===== src/hdl/sfp_pkg.sv =====
// ----------------------------------------------------------------------------
// sfp_pkg
// Shared constants, frame type and the glitch filter used by the status frame
// parser.
// ----------------------------------------------------------------------------
package sfp_pkg;

  localparam int FRAME_LEN = 14;
  localparam int HDR_LEN   = 4;
  localparam int CNT_W     = $clog2(FRAME_LEN);
  localparam int DROP_W    = $clog2(HDR_LEN + 1);

  localparam logic [HDR_LEN-1:0][7:0] HDR_PATTERN = {8'h00, 8'h01, 8'h01, 8'h23};

  localparam logic signed [17:0] TEMP_OFFSET = 18'sd300;

  localparam logic signed [17:0] VOLT_UNSET = -18'sd10;
  localparam logic signed [17:0] VOLT_FIRST = 18'sd650;
  localparam logic signed [17:0] VOLT_STEP  = 18'sd50;
  localparam logic signed [17:0] AMP_UNSET  = -18'sd10;
  localparam logic signed [17:0] AMP_FIRST  = 18'sd250;
  localparam logic signed [17:0] AMP_STEP   = 18'sd250;
  localparam logic signed [17:0] ACV_UNSET  = 18'sd0;
  localparam logic signed [17:0] ACV_FIRST  = 18'sd300;
  localparam logic signed [17:0] ACV_STEP   = 18'sd50;
  localparam logic signed [17:0] FREQ_UNSET = -18'sd2;
  localparam logic signed [17:0] FREQ_FIRST = 18'sd200;
  localparam logic signed [17:0] FREQ_STEP  = 18'sd20;
  localparam logic signed [17:0] TEMP_UNSET = -18'sd10;
  localparam logic signed [17:0] TEMP_FIRST = 18'sd1000;
  localparam logic signed [17:0] TEMP_STEP  = 18'sd100;

  typedef struct packed {
    logic [7:0]  mode;
    logic [15:0] volt;
    logic [15:0] amp;
    logic [15:0] acv;
    logic [7:0]  freq;
    logic [15:0] temp;
  } frame_t;

  function automatic logic signed [17:0] sfp_filt(
    input logic signed [17:0] cur,
    input logic signed [17:0] v,
    input logic signed [17:0] unset,
    input logic signed [17:0] first_max,
    input logic signed [17:0] step
  );
    logic signed [17:0] d;
    d = cur - v;
    if ((cur == unset && v < first_max) || (d > -step && d < step)) begin
      return v;
    end
    return cur;
  endfunction

endpackage


===== src/hdl/sfp_window.sv =====
// ----------------------------------------------------------------------------
// sfp_window
// Byte window with header check; drops leading bytes on a header mismatch
// and reports a complete frame on a match.
// ----------------------------------------------------------------------------
module sfp_window (
  input  logic           clk,
  input  logic           rst,
  input  logic           fire,
  input  logic [7:0]     rx_byte,
  output logic           hit,
  output sfp_pkg::frame_t frame
);
  import sfp_pkg::*;

  logic [7:0]       win [FRAME_LEN];
  logic [CNT_W-1:0] cnt;

  logic [7:0]        full_win  [FRAME_LEN];
  logic [7:0]        shift_win [FRAME_LEN];
  logic [HDR_LEN-1:0] diff;
  logic [DROP_W-1:0]  drop;
  logic               is_last;

  always_comb begin
    for (int k = 0; k < FRAME_LEN - 1; k++) begin
      full_win[k] = win[k];
    end
    full_win[FRAME_LEN-1] = rx_byte;
  end

  always_comb begin
    for (int i = 0; i < HDR_LEN; i++) begin
      diff[i] = (full_win[i] != HDR_PATTERN[i]);
    end
    drop = '0;
    for (int i = HDR_LEN - 1; i >= 0; i--) begin
      if (diff[i]) begin
        drop = DROP_W'(i + 1);
      end
    end
  end

  always_comb begin
    for (int k = 0; k < FRAME_LEN; k++) begin
      shift_win[k] = full_win[k];
      for (int d = 1; d <= HDR_LEN; d++) begin
        if (k + d < FRAME_LEN) begin
          if (drop == DROP_W'(d)) begin
            shift_win[k] = full_win[k + d];
          end
        end
      end
    end
  end

  assign is_last = (cnt == CNT_W'(FRAME_LEN - 1));
  assign hit     = fire && is_last && (diff == '0);

  assign frame.mode = full_win[4];
  assign frame.volt = {full_win[5], full_win[6]};
  assign frame.amp  = {full_win[7], full_win[8]};
  assign frame.acv  = {full_win[9], full_win[10]};
  assign frame.freq = full_win[11];
  assign frame.temp = {full_win[12], full_win[13]};

  always_ff @(posedge clk) begin
    if (fire) begin
      if (!is_last) begin
        win[cnt] <= rx_byte;
      end else if (diff != '0) begin
        for (int k = 0; k < FRAME_LEN; k++) begin
          win[k] <= shift_win[k];
        end
      end
    end
  end

  always_ff @(posedge clk) begin
    if (rst) begin
      cnt <= '0;
    end else if (fire) begin
      if (!is_last) begin
        cnt <= cnt + CNT_W'(1);
      end else if (diff != '0) begin
        cnt <= CNT_W'(FRAME_LEN) - CNT_W'(drop);
      end else begin
        cnt <= '0;
      end
    end
  end

endmodule


===== src/hdl/sfp_filter.sv =====
// ----------------------------------------------------------------------------
// sfp_filter
// Glitch filter and stored measurement registers; the stored values are the
// result payload.
// ----------------------------------------------------------------------------
module sfp_filter (
  input  logic               clk,
  input  logic               rst,
  input  logic               hit,
  input  sfp_pkg::frame_t    frame,
  output logic [7:0]         op_mode,
  output logic signed [16:0] dc_volt_tenths,
  output logic signed [16:0] dc_amp_tenths,
  output logic [15:0]        ac_volts,
  output logic signed [8:0]  ac_freq_halves,
  output logic signed [16:0] temp_tenths
);
  import sfp_pkg::*;

  logic signed [17:0] volt_next;
  logic signed [17:0] amp_next;
  logic signed [17:0] acv_next;
  logic signed [17:0] freq_next;
  logic signed [17:0] temp_next;
  logic signed [17:0] temp_val;

  assign temp_val = $signed({2'b00, frame.temp}) - TEMP_OFFSET;

  assign volt_next = sfp_filt({dc_volt_tenths[16], dc_volt_tenths},
                              $signed({2'b00, frame.volt}),
                              VOLT_UNSET, VOLT_FIRST, VOLT_STEP);
  assign amp_next  = sfp_filt({dc_amp_tenths[16], dc_amp_tenths},
                              $signed({2'b00, frame.amp}),
                              AMP_UNSET, AMP_FIRST, AMP_STEP);
  assign acv_next  = sfp_filt($signed({2'b00, ac_volts}),
                              $signed({2'b00, frame.acv}),
                              ACV_UNSET, ACV_FIRST, ACV_STEP);
  assign freq_next = sfp_filt({{9{ac_freq_halves[8]}}, ac_freq_halves},
                              $signed({10'b0, frame.freq}),
                              FREQ_UNSET, FREQ_FIRST, FREQ_STEP);
  assign temp_next = sfp_filt({temp_tenths[16], temp_tenths}, temp_val,
                              TEMP_UNSET, TEMP_FIRST, TEMP_STEP);

  always_ff @(posedge clk) begin
    if (rst) begin
      op_mode        <= '0;
      dc_volt_tenths <= VOLT_UNSET[16:0];
      dc_amp_tenths  <= AMP_UNSET[16:0];
      ac_volts       <= ACV_UNSET[15:0];
      ac_freq_halves <= FREQ_UNSET[8:0];
      temp_tenths    <= TEMP_UNSET[16:0];
    end else if (hit) begin
      op_mode        <= frame.mode;
      dc_volt_tenths <= volt_next[16:0];
      dc_amp_tenths  <= amp_next[16:0];
      ac_volts       <= acv_next[15:0];
      ac_freq_halves <= freq_next[8:0];
      temp_tenths    <= temp_next[16:0];
    end
  end

endmodule


===== src/hdl/status_frame_parser_with_glitch_filter.sv =====
// ----------------------------------------------------------------------------
// status_frame_parser_with_glitch_filter
// Status frame parser with per-measurement glitch filter.
//
// Input channel (in_valid / in_stall / rx_byte) takes one received serial
// byte per transaction. Bytes collect in a 14-byte window; a full window
// with header 23 01 01 00 yields one result, a mismatch drops leading bytes.
// Output channel (out_valid / out_stall) carries the six stored values after
// each matched frame.
// A result passes the input register, then the window and filter logic
// into the result register. Throughput: one byte per cycle while no result
// is held under out_stall, set by the single input register feeding the
// window and filter logic; the result register is the stored values.
// In_stall rises only while a result is held under out_stall and a byte is
// waiting in the input register; held results do not change.
// Reset empties the window and sets all stored values to their unset marks;
// the block takes bytes in the cycle after reset.
// ----------------------------------------------------------------------------
module status_frame_parser_with_glitch_filter (
  input  logic               clk,
  input  logic               rst,
  input  logic               in_valid,
  output logic               in_stall,
  input  logic [7:0]         rx_byte,
  output logic               out_valid,
  input  logic               out_stall,
  output logic [7:0]         op_mode,
  output logic signed [16:0] dc_volt_tenths,
  output logic signed [16:0] dc_amp_tenths,
  output logic [15:0]        ac_volts,
  output logic signed [8:0]  ac_freq_halves,
  output logic signed [16:0] temp_tenths
);
  import sfp_pkg::*;

  logic       hold_valid;
  logic [7:0] hold_byte;
  logic       advance;
  logic       fire;
  logic       hit;
  frame_t     frame;

  assign advance  = !out_valid || !out_stall;
  assign fire     = hold_valid && advance;
  assign in_stall = hold_valid && !advance;

  always_ff @(posedge clk) begin
    if (rst) begin
      hold_valid <= 1'b0;
    end else if (in_valid && !in_stall) begin
      hold_valid <= 1'b1;
    end else if (advance) begin
      hold_valid <= 1'b0;
    end
  end

  always_ff @(posedge clk) begin
    if (in_valid && !in_stall) begin
      hold_byte <= rx_byte;
    end
  end

  always_ff @(posedge clk) begin
    if (rst) begin
      out_valid <= 1'b0;
    end else if (advance) begin
      out_valid <= hit;
    end
  end

  sfp_window u_window (
    .clk     (clk),
    .rst     (rst),
    .fire    (fire),
    .rx_byte (hold_byte),
    .hit     (hit),
    .frame   (frame)
  );

  sfp_filter u_filter (
    .clk            (clk),
    .rst            (rst),
    .hit            (hit),
    .frame          (frame),
    .op_mode        (op_mode),
    .dc_volt_tenths (dc_volt_tenths),
    .dc_amp_tenths  (dc_amp_tenths),
    .ac_volts       (ac_volts),
    .ac_freq_halves (ac_freq_halves),
    .temp_tenths    (temp_tenths)
  );

endmodule


===== config.mk =====
export PLATFORM = sky130hd
export DESIGN_NAME = status_frame_parser_with_glitch_filter
export DESIGN_NICKNAME = d
export VERILOG_FILES = /design/src/hdl/sfp_pkg.sv /design/src/hdl/sfp_window.sv /design/src/hdl/sfp_filter.sv /design/src/hdl/status_frame_parser_with_glitch_filter.sv
export SDC_FILE = /design/constraint.sdc
export NUM_CORES = 1
export LEC_CHECK = 0
export BUFFER_PORTS_ARGS = -buffer_cell sky130_fd_sc_hd__buf_2
export CAP_MARGIN = 15
export CORE_ASPECT_RATIO = 0.6
export CORE_MARGIN = 8
export CORE_UTILIZATION = 30
export CTS_BUF_LIST = sky130_fd_sc_hd__clkbuf_4
export CTS_CLUSTER_DIAMETER = 100
export CTS_CLUSTER_SIZE = 12
export DETAILED_ROUTE_END_ITERATION = 8
export GPL_TIMING_DRIVEN = 0
export PLACE_DENSITY = 0.55
export SYNTH_ARGS = -nofsm -noshare
export SYNTH_HDL_FRONTEND = slang
export SYNTH_SLANG_ARGS = --single-unit

===== constraint.sdc =====
create_clock -name clk -period 4.2 [get_ports clk]
set_input_delay 1.05 -clock clk [delete_from_list [all_inputs] [get_ports clk]]
set_output_delay 1.05 -clock clk [all_outputs]
set_load 0.005 [all_outputs]

# After elaboration in Yosys (flattened, before gate mapping)

Memory sizes are Yosys's and may differ from the RTL's.
Index checks and enable logic that the tools add are counted.

Mux-type cells: 74
Add/subtract/negate cells: 8
Multipliers: 0
Order comparisons: 15
Reductions and logical operators: 36
Equal/unequal tests: 12
Bitwise logic cells: 0
Shift operators: 0
Div/mod/pow operators: 0

Operator list:

| operator                | number |
|---|---|
| $mux W8                 | 47 |
| $sub A17 B17 Y18        | 3 |
| $eq A17 B5 Y1 const B   | 3 |
| $mux W17                | 3 |
| $gt A18 B7 Y1 const B   | 2 |
| $lt A18 B7 Y1 const B   | 2 |
| $gt A18 B6 Y1 const B   | 1 |
| $gt A18 B8 Y1 const B   | 1 |
| $gt A18 B9 Y1 const B   | 1 |
| $lt A18 B6 Y1 const B   | 1 |
| $lt A18 B8 Y1 const B   | 1 |
| $lt A18 B9 Y1 const B   | 1 |
| $lt A17 B11 Y1 const B  | 1 |
| $sub A16 B16 Y17        | 1 |
| $sub A16 B9 Y17 const B | 1 |
| $logic_not A16 Y1       | 1 |
| $lt A16 B10 Y1 const B  | 1 |
| $lt A16 B8 Y1 const B   | 1 |
| $lt A16 B9 Y1 const B   | 1 |
| $mux W16                | 1 |
| $ne A8 B1 Y1 const B    | 2 |
| $logic_and A1 B1 Y1     | 15 |
| $mux W1                 | 15 |
| $mux W3                 | 4 |
| 20 further kinds        | 35 |

Bits in latches: 0
Output and inout port bits: 86
Bits in read-only memories: 0
Logic and storage cells: 156
Input bits: 12
Bits in writable memories: 112
Register bits: 98
Memories kept: 1

Memories:

| memory       | depth | width | rd ports | clocked after Yosys merged registers in | write ports | line             | RTL |
|---|---|---|---|---|---|---|---|
| u_window.win | 14    | 8     | 13       | 0                                       | 14          | sfp_window.sv:16 | `logic [7:0] win [FRAME_LEN];` |

# Depth between registers and ports, before layout

An unclocked memory read counts as a cell.

Depth after elaboration: 12
Mapped depth: 18
Depth with buffers taken out: 17

# Modules after synthesis

Synthesis repeated with hierarchy kept, for this count alone.

Cells, all modules: 1751
Area, all modules: 15279.7 µm²

By module, submodules not included:

| module                                 | sequential area each (µm²) | area each (µm²) | cells each | instances |
|---|---|---|---|---|
| sfp_filter                             | 1681.6                     | 7653.6          | 976        | 1 |
| sfp_window                             | 3203.1                     | 7299.5          | 757        | 1 |
| status_frame_parser_with_glitch_filter | 280.3                      | 326.6           | 18         | 1 |

# Worst setup path before layout

Ideal clock, no wire load.

Kind: reg-to-reg
Start: register hold_byte[2]
End: register u_filter.temp_tenths[14]
Stages on the path, launching flop included: 18
Data required time: 4.079 ns
Path slack: -0.043 ns
Setup time: 0.121 ns
Buffers on the path: 1
Arrival: 4.121 ns
Period minus slack after synthesis: 4.243 ns
Cell sequence: edfxtp_1 > ha_1 > o21ai_0 > xor2_1 > inv_1 > ha_1 > a2111oi_0 > a21oi_1 > nor3_1 > o31ai_1 > a211oi_1 > a2111o_1 > o221a_1 > nand2_1 > o31a_4 > buf_6 > a21oi_1 > o21ai_1

Word-level cells in the longest chain between the ends: 7
Elaborated cells on any way between the ends: 11
Classes of those cells: add/sub (2); order compare (3); mux (2); reduce/logical (4)

Ends and longest elaborated chain:

| what                                           | line                                         | RTL |
|---|---|---|
| start, declared                                | status_frame_parser_with_glitch_filter.sv:37 | `logic [7:0] hold_byte;` |
| start signal, assigned                         | status_frame_parser_with_glitch_filter.sv:59 | `hold_byte <= rx_byte;` |
| $sub A16 B9 Y17 (*)                            | sfp_filter.sv:27                             | `assign temp_val = $signed({2'b00, frame.temp}) - TEMP_OFFSET;` |
| $sub A17 B17 Y18                               | sfp_pkg.sv:50                                | `d = cur - v;` |
| $gt A18 B8 Y1 or $lt A18 B8 Y1 (tied branches) | sfp_pkg.sv:51                                | `if ((cur == unset && v < first_max) \|\| (d > -step && d < step)) begin` |
| $logic_and A1 B1 Y1                            | sfp_pkg.sv:51                                |  |
| $logic_or A1 B1 Y1                             | sfp_pkg.sv:51                                |  |
| $mux W1                                        | sfp_pkg.sv:51                                |  |
| $reduce_and A2 Y1 (no source line)             | -                                            |  |
| end signal, assigned                           | sfp_filter.sv:51                             | `temp_tenths <= TEMP_UNSET[16:0];` |
| end signal, assigned                           | sfp_filter.sv:58                             | `temp_tenths <= temp_next[16:0];` |
| end, declared                                  | sfp_filter.sv:16                             | `output logic signed [16:0] temp_tenths` |

Mark *: on every way between the ends. The rest lies on a longest branch, timed or not. The select of a mux whose other input is x is not followed.
A chain may end at the register's enable or synchronous reset.

# Final worst setup path

Start: register hold_byte[4]
End: register u_filter.temp_tenths[14]

The elaborated chain is that of the path after synthesis.

==> results.sh <==
export IMPL_path_class="reg -> reg"
export IMPL_grt_max_degree=14
export IMPL_portBuffers=96
export IMPL_num_antenna_cells=0
export IMPL_tns_ns=-5.53
export IMPL_synthCells=1760
export IMPL_fp_dieW_um=305
export IMPL_crit_family="compound AO/OA/AOI/OAI gates"
export IMPL_violations="setup timing"
export IMPL_clock_sinks=202
export IMPL_grt_ovfl_total=0
export IMPL_clk_pin_slew_ns=0.15
export IMPL_post_dp_hpwl_um=45900
export IMPL_numCtsBuffers=20
export IMPL_stdcell_area_sq_mm=0.0178
export IMPL_io_pins=98
export IMPL_yosysSeqAreaShare=0.344
export IMPL_clk_latency_ns=0.74
export IMPL_rsz0062_at_grt="true"
export IMPL_drt_iter0_drc=2019
export IMPL_wl_met2_um=23900
export IMPL_core_area_sq_mm=0.0494
export IMPL_die_h_um=189
export IMPL_power_leakage_nw=7.06
export IMPL_yosysTopAreaCellShare=0.224
export IMPL_powerDensity_mw_per_mm2=208
export IMPL_min_path_type="reg -> reg"
export IMPL_synth_seq_cells=202
export IMPL_rrSetupSlack_ns=-0.36
export IMPL_critPathMaxFanout=8
export IMPL_cts_tree="done"
export IMPL_cp_required_ns=4.85
export IMPL_clk_path_buf_depth=3
export IMPL_placed_cell_area_sq_mm=0.0163
export IMPL_drc=0
export IMPL_cp_slowest_cell="edfxtp_1"
export IMPL_worst_setup_path_start_kind="flop"
export IMPL_worstPathCellList="buf_8, a21o_4, a21oi_4, xnor2_4, ha_4, o211a_1, o21ai_2, a21oi_2, buf_4, nor3_4, buf_6, a2111oi_4, o21ai_2, a2111o_1, o221a_4, a2111o_1, mux2i_4, buf_12, nor3_4, o21ai_1"
export IMPL_totalWireLength_um=61400
export IMPL_area_growth_syn_to_layout_pct=18.3
export IMPL_dr_total_vias=15178
export IMPL_grt_antenna_before_repair=3
export IMPL_setup_worst_path_start="hold_byte[4]"
export IMPL_std_cell_rows=63
export IMPL_synth_flop_cell="edfxtp_1"
export IMPL_holdBufCountCts=0
export IMPL_period_minus_slack_ns=4.56
export IMPL_finClkSkew_ns=0.0408
export IMPL_place_congestion=0.953
export IMPL_r2r_start="hold_byte[4]"
export IMPL_htree_levels=1
export IMPL_root_buffer="clkbuf_4"
export IMPL_cp_slowest_stage_delay_ns=0.49
export IMPL_ant_nets=0
export IMPL_setup_slack_ns=-0.363
export IMPL_synth_top_area_cell="edfxtp_1"
export IMPL_route_met3_wl_um=7040
export IMPL_worst_slew_pin_slew_ns=1.28
export IMPL_routedWlPerCell_um=23.6
export IMPL_min_period_over_period=1.09
export IMPL_vias_per_cell=5.84
export IMPL_setup_viol=17
export IMPL_drive_gt1_frac=0.183
export IMPL_yosys_warnings=0
export IMPL_synth_fp_nets=1848
export IMPL_slew_viol_final=0
export IMPL_dr_pass1_iters=6
export IMPL_track_usage=0.200
export IMPL_hold_ws_ns=0.470
export IMPL_max_freq_ghz=0.219
export IMPL_outcome="complete, but fails checks"
export IMPL_top_layer="met5"
export IMPL_grt_first_pass_wirelength_um=90500
export IMPL_met1_length_um=29400
export IMPL_path_buf_inv=4
export IMPL_ys_top_cells_by_area="edfxtp_1 22%, dfxtp_1 12%, a21oi_1 7.9%, ha_1 5.9%, mux2i_1 5.4%"
export IMPL_avgSynthCellArea_sq_um=8.54
export IMPL_total_power_mw=3.69
export IMPL_postSynth_asyncResetShare=0
export IMPL_grt_pass1_vias=13735
export IMPL_slew_headroom=0.144
export IMPL_start_util=0.304
export IMPL_nets=2026
export IMPL_ir_drop_v=0.000122
export IMPL_critPathCaptureType="flop"
export IMPL_drv_cap=0
export IMPL_critPathArrivalTime_ns=5.21
export IMPL_ys_types=108
export IMPL_syn_cell_area_sq_mm=0.0150
export IMPL_die_area_sq_mm=0.0578
export IMPL_finalHoldViolCount=0
export IMPL_min_from="u_filter.op_mode[0]"
export IMPL_synth_edf_count=112
==> placed cells by master, fill, tap and decap left out, types with 7 or more instances in the layout <==
cell type  count
buf_4         45
o211ai_1      24
o21a_1        11
edfxtp_1     112
xor2_1        17
or3_1          8
ha_1          63
clkbuf_4      34
nand2b_1      13
buf_6         16
a21oi_1      231
mux2i_1       81
buf_1         11
nand3_2       10
inv_1         93
o21ai_0       59
clkbuf_1      66
a211oi_1      77
nand3_1       24
nand4_1       23
nor2b_1       15
nand2_1      120
a221oi_1      15
dfxtp_1       89
a21o_1        22
nor3_2         9
xnor2_1       44
buf_2         97
and3_1        10
clkbuf_8      10
nand4b_1       7
nor4_1        17
mux2_2        16
o21ai_1       13
nor2_1       206
nor3_1        24
==> flip-flops by register name (all words and copies together), names as in the netlist <==
| name | cells |
|---|---|
| u_filter.ac_freq_halves | 9 |
| u_filter.dc_amp_tenths | 17 |
| u_filter.ac_volts | 16 |
| out_valid | 1 |
| u_filter.temp_tenths | 17 |
| u_window.cnt | 4 |
| u_filter.dc_volt_tenths | 17 |
| hold_byte | 8 |
| u_window.win | 104 |
| u_filter.op_mode | 8 |
| hold_valid | 1 |
==> cells by family after synthesis <==
logic type | count (synthesis) | synth area share
adders and majority gates | 78 | 0.0672
muxes | 98 | 0.0674
buffers and inverters | 196 | 0.0609
xor gates and xnor gates | 67 | 0.0400
DFF | 202 | 0.344
and+or+nand+nor | 555 | 0.179
AOI/OAI and AO/OA | 564 | 0.242
==> power breakdown <==
group | switching [mW] | total [mW] | internal [mW]
registers | 0.0156 | 2.12 | 2.11
logic | 0.271 | 0.454 | 0.184
clock network | 0.755 | 1.12 | 0.362
total | 1.04 | 3.69 | 2.65
==> metal layers <==
layer  vias to the layer above  global-route usage
met4                         2              0.0344
met2                       785               0.272
li1                       6878                   -
met5                         -                   0
met1                      7433               0.311
met3                        80              0.0521
==> Yosys cell counts (all sizes together) (6+ instances only) <==
cell type,instances
a21oi,239
nor2,209
nand2,123
edfxtp,112
inv,95
dfxtp,90
mux2i,82
a211oi,80
clkbuf,78
o21ai,77
ha,71
xnor2,47
nand3,36
nor3,36
o211ai,25
a21o,23
nand4,23
nor4,22
buf,20
xor2,20
mux2,16
a221oi,15
nor2b,15
a2111oi,13
nand2b,13
o21a,12
and3,11
o31ai,10
a21boi,9
or3,9
and2,8
or2,8
nand4b,7
and4,6
o21bai,6
o311ai,6
or4,6
==> metrics by stage <==
stage | setup slack (ns) | instances | util
3_5_place_dp | -1.34 | 2508 | 0.331
5_1_grt | -0.495 | 2601 | 0.360
6_report | -0.363 | 2601 | 0.360
4_1_cts | -0.237 | 2581 | 0.352
2_1_floorplan | 0.0401 | 1760 | -
3_3_place_gp | -1.21 | 2506 | 0.330
==> worst register-to-register path, delay by kind of cell (launching register included) <==
| family | cells | cell delay [ns] |
|---|---|---|
| AO/OA/AOI/OAI | 11 | 2.63 |
| AND/OR/NAND/NOR | 2 | 0.09 |
| XOR/XNOR | 1 | 0.13 |
| buffers and inverters | 4 | 0.66 |
| multiplexers | 1 | 0.17 |
| flip-flops | 1 | 0.49 |
| adder cells (fa/ha/maj) | 1 | 0.34 |
==> worst paths after layout <==
check             cells past startpoint                  endpoint
hold reg to reg                       2       u_filter.op_mode[0]
hold / removal                        2       u_filter.op_mode[0]
setup / recovery                     20  u_filter.temp_tenths[14]
setup reg to reg                     20  u_filter.temp_tenths[14]
==> repair_timing <==
| action | in CTS | in global routing |
|---|---|---|
| resized for setup | 96 | 52 |
| setup endpoints to repair | 67 | 70 |
| setup buffers | 37 | 17 |
| pin swaps | 34 | 36 |
| cloned | 2 | 2 |
==> final cells by class <==
type,count,area [sq um]
inverter,96,360
tap,650,813
clock buffer,34,255
timing repair buffer,156,1040
multi-input combinational,1362,9560
buffer,100,578
clock inverter,1,3.75
fill,5036,31600
sequential,202,5170
(Power assumes the default switching activity.)
